### config.mk
export PLATFORM = sky130hd
export DESIGN_NAME = wwst_front
export DESIGN_NICKNAME = d
export VERILOG_FILES = /design/src/sv/wwst_pkg.sv /design/src/sv/wwst_front.sv
export SDC_FILE = /design/constraint.sdc
export NUM_CORES = 1
export LEC_CHECK = 0
export BUFFER_PORTS_ARGS = -buffer_cell sky130_fd_sc_hd__clkbuf_2
export CAP_MARGIN = 15
export CORE_AREA = 2 2 166 103
export DETAILED_ROUTE_END_ITERATION = 10
export DIE_AREA = 0 0 168 105
export MAX_ROUTING_LAYER = met4
export PLACE_DENSITY = 0.53
export SLEW_MARGIN = 5
export SYNTH_ARGS = -nofsm -noshare
export SYNTH_HDL_FRONTEND = slang
export SYNTH_SLANG_ARGS = --single-unit
### constraint.sdc
create_clock -name clock -period 3.2 [get_ports clock]
set_clock_uncertainty 0.1 [all_clocks]
set_input_delay 0.32 -clock clock [delete_from_list [all_inputs] [get_ports clock]]
set_output_delay 0.32 -clock clock [all_outputs]
set_load 0.02 [all_outputs]
### src/sv/wwst_pkg.sv
`timescale 1ns / 1ps
package wwst_pkg;
   localparam int MAX_MAP_WIDTH = 256;
   localparam int MAX_MAP_HEIGHT = 256;
   localparam int COL_W = $clog2(MAX_MAP_WIDTH);
   localparam int ROW_W = $clog2(MAX_MAP_HEIGHT);
   localparam int ADDR_W = COL_W + ROW_W;
   localparam int DEPTH = MAX_MAP_WIDTH * MAX_MAP_HEIGHT;
   localparam int SUM_W = 48;
   localparam int ROWSUM_W = 40;
   localparam int CSR_W = 9;
   localparam logic [1:0] CSR_MAP_WIDTH = 2'd0;
   localparam logic [1:0] CSR_MAP_HEIGHT = 2'd1;
   localparam logic [1:0] CSR_SUPPLY_RADIUS = 2'd2;

   typedef struct packed {
      logic        mode;
      logic [31:0] cell_value;
      logic [7:0]  site_x;
      logic [7:0]  site_y;
      logic [5:0]  offset_x;
      logic [5:0]  offset_y;
      logic [5:0]  foot_width;
      logic [5:0]  foot_height;
   } item_type;

   typedef enum logic [3:0] {
      ST_IDLE, ST_LOAD_RD, ST_LOAD_WAIT, ST_LOAD_WR, ST_Q_MOD, ST_Q_PREP, ST_Q_RD,
      ST_Q_ACC, ST_Q_DONE
   } state_type;
endpackage

### src/sv/wwst_front.sv
`timescale 1ns / 1ps
module wwst_front (
   input  logic                clock,
   input  logic                reset,
   input  logic                in_valid,
   output logic                in_full,
   input  wwst_pkg::item_type  in_item,
   output logic                q_valid,
   input  logic                q_take,
   output wwst_pkg::item_type  q_item
);
   logic [1:0] count_ff, count_in;
   logic rd_ptr_ff, rd_ptr_in, wr_ptr_ff, wr_ptr_in;
   wwst_pkg::item_type slot_ff [2];
   logic push_ok, pop_ok;

   assign in_full = count_ff == 2'd2;
   assign q_valid = count_ff != 2'd0;
   assign q_item = slot_ff[rd_ptr_ff];
   assign push_ok = in_valid && !in_full;
   assign pop_ok = q_take && q_valid;

   always_comb begin
      count_in = count_ff + {1'b0, push_ok} - {1'b0, pop_ok};
      wr_ptr_in = wr_ptr_ff ^ push_ok;
      rd_ptr_in = rd_ptr_ff ^ pop_ok;
   end

   always_ff @(posedge clock) begin
      if (reset) begin
         count_ff <= '0;
         rd_ptr_ff <= 1'b0;
         wr_ptr_ff <= 1'b0;
      end else begin
         count_ff <= count_in;
         rd_ptr_ff <= rd_ptr_in;
         wr_ptr_ff <= wr_ptr_in;
      end
      if (push_ok) begin
         slot_ff[wr_ptr_ff] <= in_item;
      end
   end
endmodule

* Word-level counts from Yosys, hierarchy flattened
Memory sizes are Yosys's and may differ from the RTL's. A register that Yosys moved wholly into a read port is not among the register bits. Index checks and enable logic that the tools add are counted.
Operators by class: equality and inequality tests 1, multiplexer cells 3, divide/modulo/power cells 0, reduce and logical (&&, ||, !) cells 4, shift-type cells 0, order comparisons 0, multiply operators 0, add/subtract/negate cells 2, bitwise logic cells 2
Operator list (number):
- $mux 1 | 3
- $add 2x1->2 | 1
- $eq 2x2->1 const B | 1
- $logic_and 1x1->1 | 2
- $reduce_bool 2->1 | 1
- $sub 2x1->2 | 1
- $xor 1x1->1 | 2
- $logic_not 1->1 | 1
Storage, ports and cells: bits in registers 4, logic and storage cells 16, latch bits 0, memories 1, RAM bits 146, memory bits (read-only) 0
Memories:
- slot_ff | depth 2, bits a word 73, rd ports 1, clocked after Yosys merged registers in 1, write ports 1, RTL line wwst_front.sv:14 | wwst_pkg::item_type slot_ff [2];

* Longest topological paths before layout
Gate-level depths: netlist (run 1).
depth after elaboration 5, mapped depth 7

* Worst setup path before layout (run 1)
No wires, ideal clock.
kind flip-flop to flip-flop, from reg count_ff[0], to mem slot_ff[1][0] (netlist name), enable pin, cell stages (with the launch flop) 4, data required time 2.661 ns, slack 0.284 ns, data arrival time 2.377 ns, clock period less this slack 2.916 ns, path buffers 0, cells stage by stage dfxtp_1 nand2b_1 and2_1 ha_1
On the way: longest elaborated chain between the ends 5
Ends and longest elaborated chain:
- start: declaration | RTL line wwst_front.sv:12 | logic [1:0] count_ff, count_in;
- start signal: assignment | RTL line wwst_front.sv:35 | count_ff <= count_in;
- $eq 2x2->1 | RTL line wwst_front.sv:17 | assign in_full = count_ff == 2'd2;
- $logic_not 1->1 | RTL line wwst_front.sv:20 | assign push_ok = in_valid && !in_full;
- $logic_and 1x1->1 | RTL line wwst_front.sv:20
- $mux 1 | RTL line wwst_front.sv:39 | if (push_ok) begin
- $mux 1 (implied by the code) | RTL line wwst_front.sv:40 | slot_ff[wr_ptr_ff] <= in_item;
- end: declaration | RTL line wwst_front.sv:14
Every way passes these cells.

==> run_results.csv, run 1 <==
group,metric,value,unit
status,outcome,"complete, no violations",
timing,rsz0062_at_grt,"no",
clock_network,post_cts_resized,0,
drt,avgRoutedWirePerCell,16.24,um
yosys,yosysMostFrequentCell,"edfxtp_1",
yosys,synthFlopType,"edfxtp_1",
finish,area_delta_synth_final,38.47,%
placed_design,dp.cells,608,
floorplanning,num_rows,36,
clock_network,htree_levels,4,
floorplanning,start_util,34.48,%
finish,final_core_util,47.74,%
timing,tns,0,ns
yosys,ys_types,15,
yosys,synth_edf_count,146,
clock_network,cts_buffers,17,
timing,setup_viol,0,
grt,grt_pass1_vias,3226,
yosys,synth_commonest_cells,"edfxtp_1, mux2_2, buf_6",
pwr,power,5929,uW
drt,vias,3000,
drt,firstDrtPassIters,4,
yosys,synthArstFlopShare,0,%
timing,fin_crit_sh,75.35,%
worst_setup_path,critPathCaptureType,"output port",
timing,fin_crit,2.411,ns
drt,dr.first_iter.drc_count,130,
timing,fmax,414.7,MHz
grt,grt_max_degree,44,
placed_design,hpwl,7495,um
finish,layout-drive-gt1-share,54.75,%
yosys,netlist_area,0.005513,mm^2
worst_setup_path,critPathLaunchType,"flop",
clock_network,cts_max_path_buffers,2,
floorplanning,dieWidth,168,um
min_path,hold_path_depth,1,
placed_design,io_buffers,151,
clock_network,path_clk_slew,0.06,ns
clock_network,cts_root_buf,"clkbuf_16",
finish,nets,552,
floorplanning,io_pins,152,
yosys,synth_top_area_share,79.53,%
drt,wl,11280,um
worst_setup_path,cp.arrival,1.99,ns
timing,worstMarginPinSlew,0.6670,ns
clock_network,hold_buffers,49,
worst_setup_path,worst-setup-path-type,"reg2out",
worst_setup_path,crit_required,2.78,ns
clock_network,clock_latency,0.40,ns
clock_network,tritoncts,"built",
worst_setup_path,reg2reg_depth,4,
yosys,syn_nets,331,
yosys,synth_top_cells_by_area,"edfxtp_1, mux2_2, dfxtp_1",
pwr,ir_drop,0.3624,mV
timing,finalMaxSlewViolations,0,
worst_setup_path,worstPathCellList,"buf_12, mux2_2, clkbuf_2",
yosys,syn_avg_cell_area,22.05,um^2
floorplanning,die_area,0.01764,mm^2
grt,grtUsageTotal,13.63,%
pwr,power.density,776.7,mW/mm^2
timing,maxSlewHeadroom,55.54,%
clock_network,clock-sinks,150,
yosys,synthCells,250,
yosys,synth_top_area_cell,"edfxtp_1",
floorplanning,core,0.01599,mm^2
worst_setup_path,cp_slowest_cell,"dfxtp_4",
drt,drc,0,
worst_setup_path,cpPeakStageDelay,0.70,ns
yosys,seq_area_frac_synth,80.98,%
floorplanning,fp.dieH,105,um
run,maxCapViolCount,0,
drt,antenna_left,0,
grt,antenna_found_initial,2,
placed_design,routabilityCongestion,0.7096,
clock_network,postCtsSetupBuffers,0,
timing,hold_viol,0,
grt,grt_pass1_wl,17290,um
yosys,yosys_warnings,0,
pwr,p_leak,0.002903,uW
worst_setup_path,worstPathMaxFanout,39,
finish,stdcell_count,695,
yosys,ys_ff_latch,150,
grt,overflow,0,
drt,drt-vias-per-instance,4.317,
min_path,hold_class,"in2reg",
sequential cells by signal (all words and copies together) (netlist names):
name and cells:
count_ff 2, slot_ff 146, rd_ptr_ff 1, wr_ptr_ff 1
layout by cell type, fill, tap and decap left out, drive strengths merged:
| cell type | count |
|---|---|
| clkbuf | 168 |
| edfxtp | 146 |
| mux2 | 74 |
| dlygate4sd3 | 53 |
| inv | 9 |
| clkinv | 7 |
| buf | 6 |
| dfxtp | 4 |
| ha | 4 |
| nor2 | 3 |
| diode | 2 |
| nor2b | 2 |
| clkinvlp | 2 |
| or2 | 1 |
| o21a | 1 |
| nand2b | 1 |
| and2 | 1 |
| nand2 | 1 |
| xnor3 | 1 |
critical path, delay by kind of cell (launching register included):
kind	cells	cell delay, ns
DFF	1	0.70
buffers and inverters	2	0.49
muxes	1	0.39
through the flow:
stage | hold WS (ns) | setup slack (ns) | cell area (um^2)
final | 0.01773 | 0.7888 | 7634
after global routing | 0.0002819 | 0.6792 | 7634
after CTS | 0.0001092 | 0.7372 | 7589
after detailed placement | 0.4122 | 1.051 | 6551
after global placement | 0.4086 | 1.075 | 6551
after floorplan | 0.2867 | 0.2839 | 5513
final cells by class:
cell class / count / area (um^2)
repair buffers: 210 / 1356
clock inverters: 15 / 121.4
fillers: 1395 / 8357
flip-flops and latches: 150 / 4468
diodes: 2 / 5.005
clock buffers: 17 / 425.4
well taps: 209 / 261.5
multi-input cells: 89 / 984.7
inverters: 3 / 11.26
final timing paths:
path / start / endpoint / slack, ns
setup / recovery: rd_ptr_ff$_SDFF_PP0_ / q_item[53] / 0.79
hold / removal: in_item[10] / slot_ff[0][10]$_DFFE_PP_ / 0.02
setup reg to reg: count_ff[0]$_SDFF_PP0_ / slot_ff[0][50]$_DFFE_PP_ / 1.07
hold reg to reg: wr_ptr_ff$_SDFF_PP0_ / wr_ptr_ff$_SDFF_PP0_ / 0.54
cells by family (layout without fill, tap and decap cells):
| group | Yosys count | after routing | share of synthesized area (%) |
|---|---|---|---|
| XOR/XNOR | 1 | 1 | 0.4085 |
| flip-flops | 150 | 150 | 80.98 |
| multiplexers | 74 | 74 | 15.12 |
| adder cells (fa/ha/maj) | 4 | 4 | 0.9079 |
| other | 0 | 2 | 0 |
| buffers and inverters | 11 | 245 | 1.611 |
| AO/OA/AOI/OAI | 1 | 1 | 0.1362 |
| AND/OR/NAND/NOR | 9 | 9 | 0.8399 |
power breakdown:
| part | internal [uW] | total, uW | switching, uW |
|---|---|---|---|
| clock network | 1010 | 1820 | 808 |
| logic | 630 | 1500 | 873 |
| registers | 2490 | 2610 | 116 |
layer usage:
metal	wire [um]	global-route usage, %	part of all wire (%)
met1	5777	19.09	51
met5	0	-	0
met3	922	5.795	8.2
met4	97	3.913	0.86
met2	4488	17.83	40
No activity file was read; power rests on OpenSTA's default activity.
==> inputs of run 2 (changes only) <==
Clock period 3.2 ns to 2.5 ns, I/O delays scaled along.
==> run 2 against run 1 <==
  * Sequential cell count unchanged
  * Highest routed layer unchanged
  * Wire length down 1.5%
  * Cell area up 3.7%
  * Final cell count up 2.7%
  * Setup slack worse by 0.48 ns
  * Power up 31%
  * Die area unchanged
  * Register-to-register slack worse by 0.37 ns
  * Sequential share of layout area down 2.1 points
  * Critical path depth unchanged
  * Combinational power up 34%
  * First-iteration DRC count up 33%
==> run_results.csv, run 2 (synthesized netlist as in run 1, its figures left out) <==
group,metric,value,unit
placed_design,dp.cells,608,
floorplanning,num_rows,36,
pwr,p_leak,0.003007,uW
worst_setup_path,worstReg2RegEnd,"slot_ff[0][1]$_DFFE_PP_",
drt,drt-vias-per-instance,4.353,
grt,grtUsageTotal,13.49,%
min_path,hold_class,"in2reg",
finish,layout-drive-gt1-share,52.67,%
finish,top_register,"slot_ff",
worst_setup_path,worstPathCellList,"buf_12, mux2_2, clkbuf_2",
placed_design,dp_slack,0.6802,ns
worst_setup_path,cp_slowest_cell,"dfxtp_4",
clock_network,post_cts_resized,0,
pwr,p_comb_share,25.9,%
drt,avgRoutedWirePerCell,15.56,um
pwr,ir_drop,0.5101,mV
clock_network,cts_root_buf,"clkbuf_16",
finish,largest_register_ffs,146,
timing,hold_viol,0,
status,outcome,"complete, no violations",
finish,stdcell_count,714,
worst_setup_path,worstPathMaxFanout,26,
worst_setup_path,r2r_setup_slack,0.70,ns
pwr,seq_power_share,42.8,%
grt,overflow,0,
timing,rsz0062_at_grt,"no",
timing,fin_crit_sh,87.54,%
timing,fmax,456.9,MHz
grt,grt_pass1_vias,3335,
worst_setup_path,cp.arrival,1.84,ns
floorplanning,die_area,0.01764,mm^2
floorplanning,dieWidth,168,um
worst_setup_path,reg2reg_depth,4,
timing,setup_viol,0,
timing,maxSlewHeadroom,71.48,%
clock_network,cts_buffers,17,
clock_network,tritoncts,"built",
clock_network,hold_buffers,74,
timing,fin_ws,0.3114,ns
timing,tns,0,ns
timing,worstMarginPinSlew,0.4278,ns
worst_setup_path,crit_required,2.15,ns
clock_network,clock_latency,0.40,ns
pwr,power,7752,uW
floorplanning,fp.dieH,105,um
drt,antenna_left,0,
finish,reg.largest.list,"slot_ff: 146 flops, count_ff: 2 flops",
worst_setup_path,cpPeakStageDelay,0.62,ns
finish,final_common_cell,"clkbuf_2",
drt,dr.first_iter.drc_count,173,
placed_design,io_buffers,151,
finish,nets,573,
drt,drc,0,
clock_network,cts_max_path_buffers,2,
clock_network,path_clk_slew,0.06,ns
pwr,pwr-share-clk,31.3,%
placed_design,routabilityCongestion,0.7355,
finish,area_delta_synth_final,43.55,%
finish,final_core_util,49.49,%
pwr,p_switching,2306,uW
run,maxCapViolCount,0,
floorplanning,start_util,34.48,%
finish,final_cell_mix,"clkbuf_2, edfxtp_1, mux2_2, dlygate4sd3_1, clkbuf_16",
floorplanning,io_pins,152,
drt,wl,11110,um
timing,fin_crit,2.189,ns
worst_setup_path,worst-setup-path-type,"reg2out",
worst_setup_path,rr_startpoint,"count_ff[0]$_SDFF_PP0_",
pwr,sw_frac_of_total,29.75,%
timing,finalMaxSlewViolations,0,
grt,grt_max_degree,30,
clock_network,postCtsSetupBuffers,0,
clock_network,htree_levels,4,
worst_setup_path,crit_path_start,"rd_ptr_ff$_SDFF_PP0_",
worst_setup_path,critPathCaptureType,"output port",
worst_setup_path,endpoint,"q_item[1]",
worst_setup_path,critPathLaunchType,"flop",
drt,vias,3108,
finish,antennaDiodeCount,0,
grt,antenna_found_initial,0,
clock_network,clock-sinks,150,
pwr,power.internal,5446,uW
floorplanning,core,0.01599,mm^2
pwr,power.density,979.5,mW/mm^2
grt,grt_pass1_wl,17260,um
drt,firstDrtPassIters,4,
placed_design,hpwl,7329,um
## run 2: cell types whose count changed in the layout (fill, tap and decap cells not counted), sizes merged
cell	before	now
clkinvlp	2	5
diode	2	0
dlygate4sd3	53	74
clkinv	7	4
inv	9	8
bufinv	0	1
## run 2: final cells by class
cell class | count | area, um^2
clock buffer | 17 | 425.4
clock inverter | 15 | 146.4
fill | 1356 | 8077
inverter | 3 | 11.26
multi-input combinational | 89 | 984.7
sequential | 150 | 4468
tap | 209 | 261.5
timing repair buffer | 231 | 1617
## run 2: power groups by stage
stage	clock network, uW	logic [uW]	registers (uW)
detailed placement	0	1950	3380
finish	2420	2010	3320
global placement	0	1930	3360
CTS	2500	2050	3330
global route	2600	2160	3350
floorplan	0	1310	3320
## run 2: through the flow
step	cell area, um^2	hold WS (ns)
floorplan	5513	0.2167
global placement	6601	0.3388
detailed placement	6601	0.3437
CTS	7914	0.1548
global route	7914	0.1740
finish	7914	0.1649
## run 2: worst min-delay path by stage
stage	from	end	slack [ns]	cells after the start
floorplan	reset	wr_ptr_ff$_SDFF_PP0_	0.22	1
global placement	in_item[53]	slot_ff[0][53]$_DFFE_PP_	0.34	1
detailed placement	in_item[16]	slot_ff[0][16]$_DFFE_PP_	0.34	1
CTS	q_take	rd_ptr_ff$_SDFF_PP0_	0.15	3
global route	q_take	rd_ptr_ff$_SDFF_PP0_	0.17	3
finish	q_take	rd_ptr_ff$_SDFF_PP0_	0.16	3
## run 2: routing by layer
layer | up-vias | global-route usage, % | part of all wire (%)
li1 | 1478 | - | -
met1 | 1495 | 18.25 | 49
met2 | 122 | 18.65 | 42
met3 | 13 | 5.530 | 7.7
met4 | 0 | 3.727 | 1.0
met5 | - | - | 0
## run 2: critical path: cells and delay by family, from the launching register on
family   cells  cell delay, ns
buf+inv      2            0.40
flops        1            0.62
mux          1            0.38
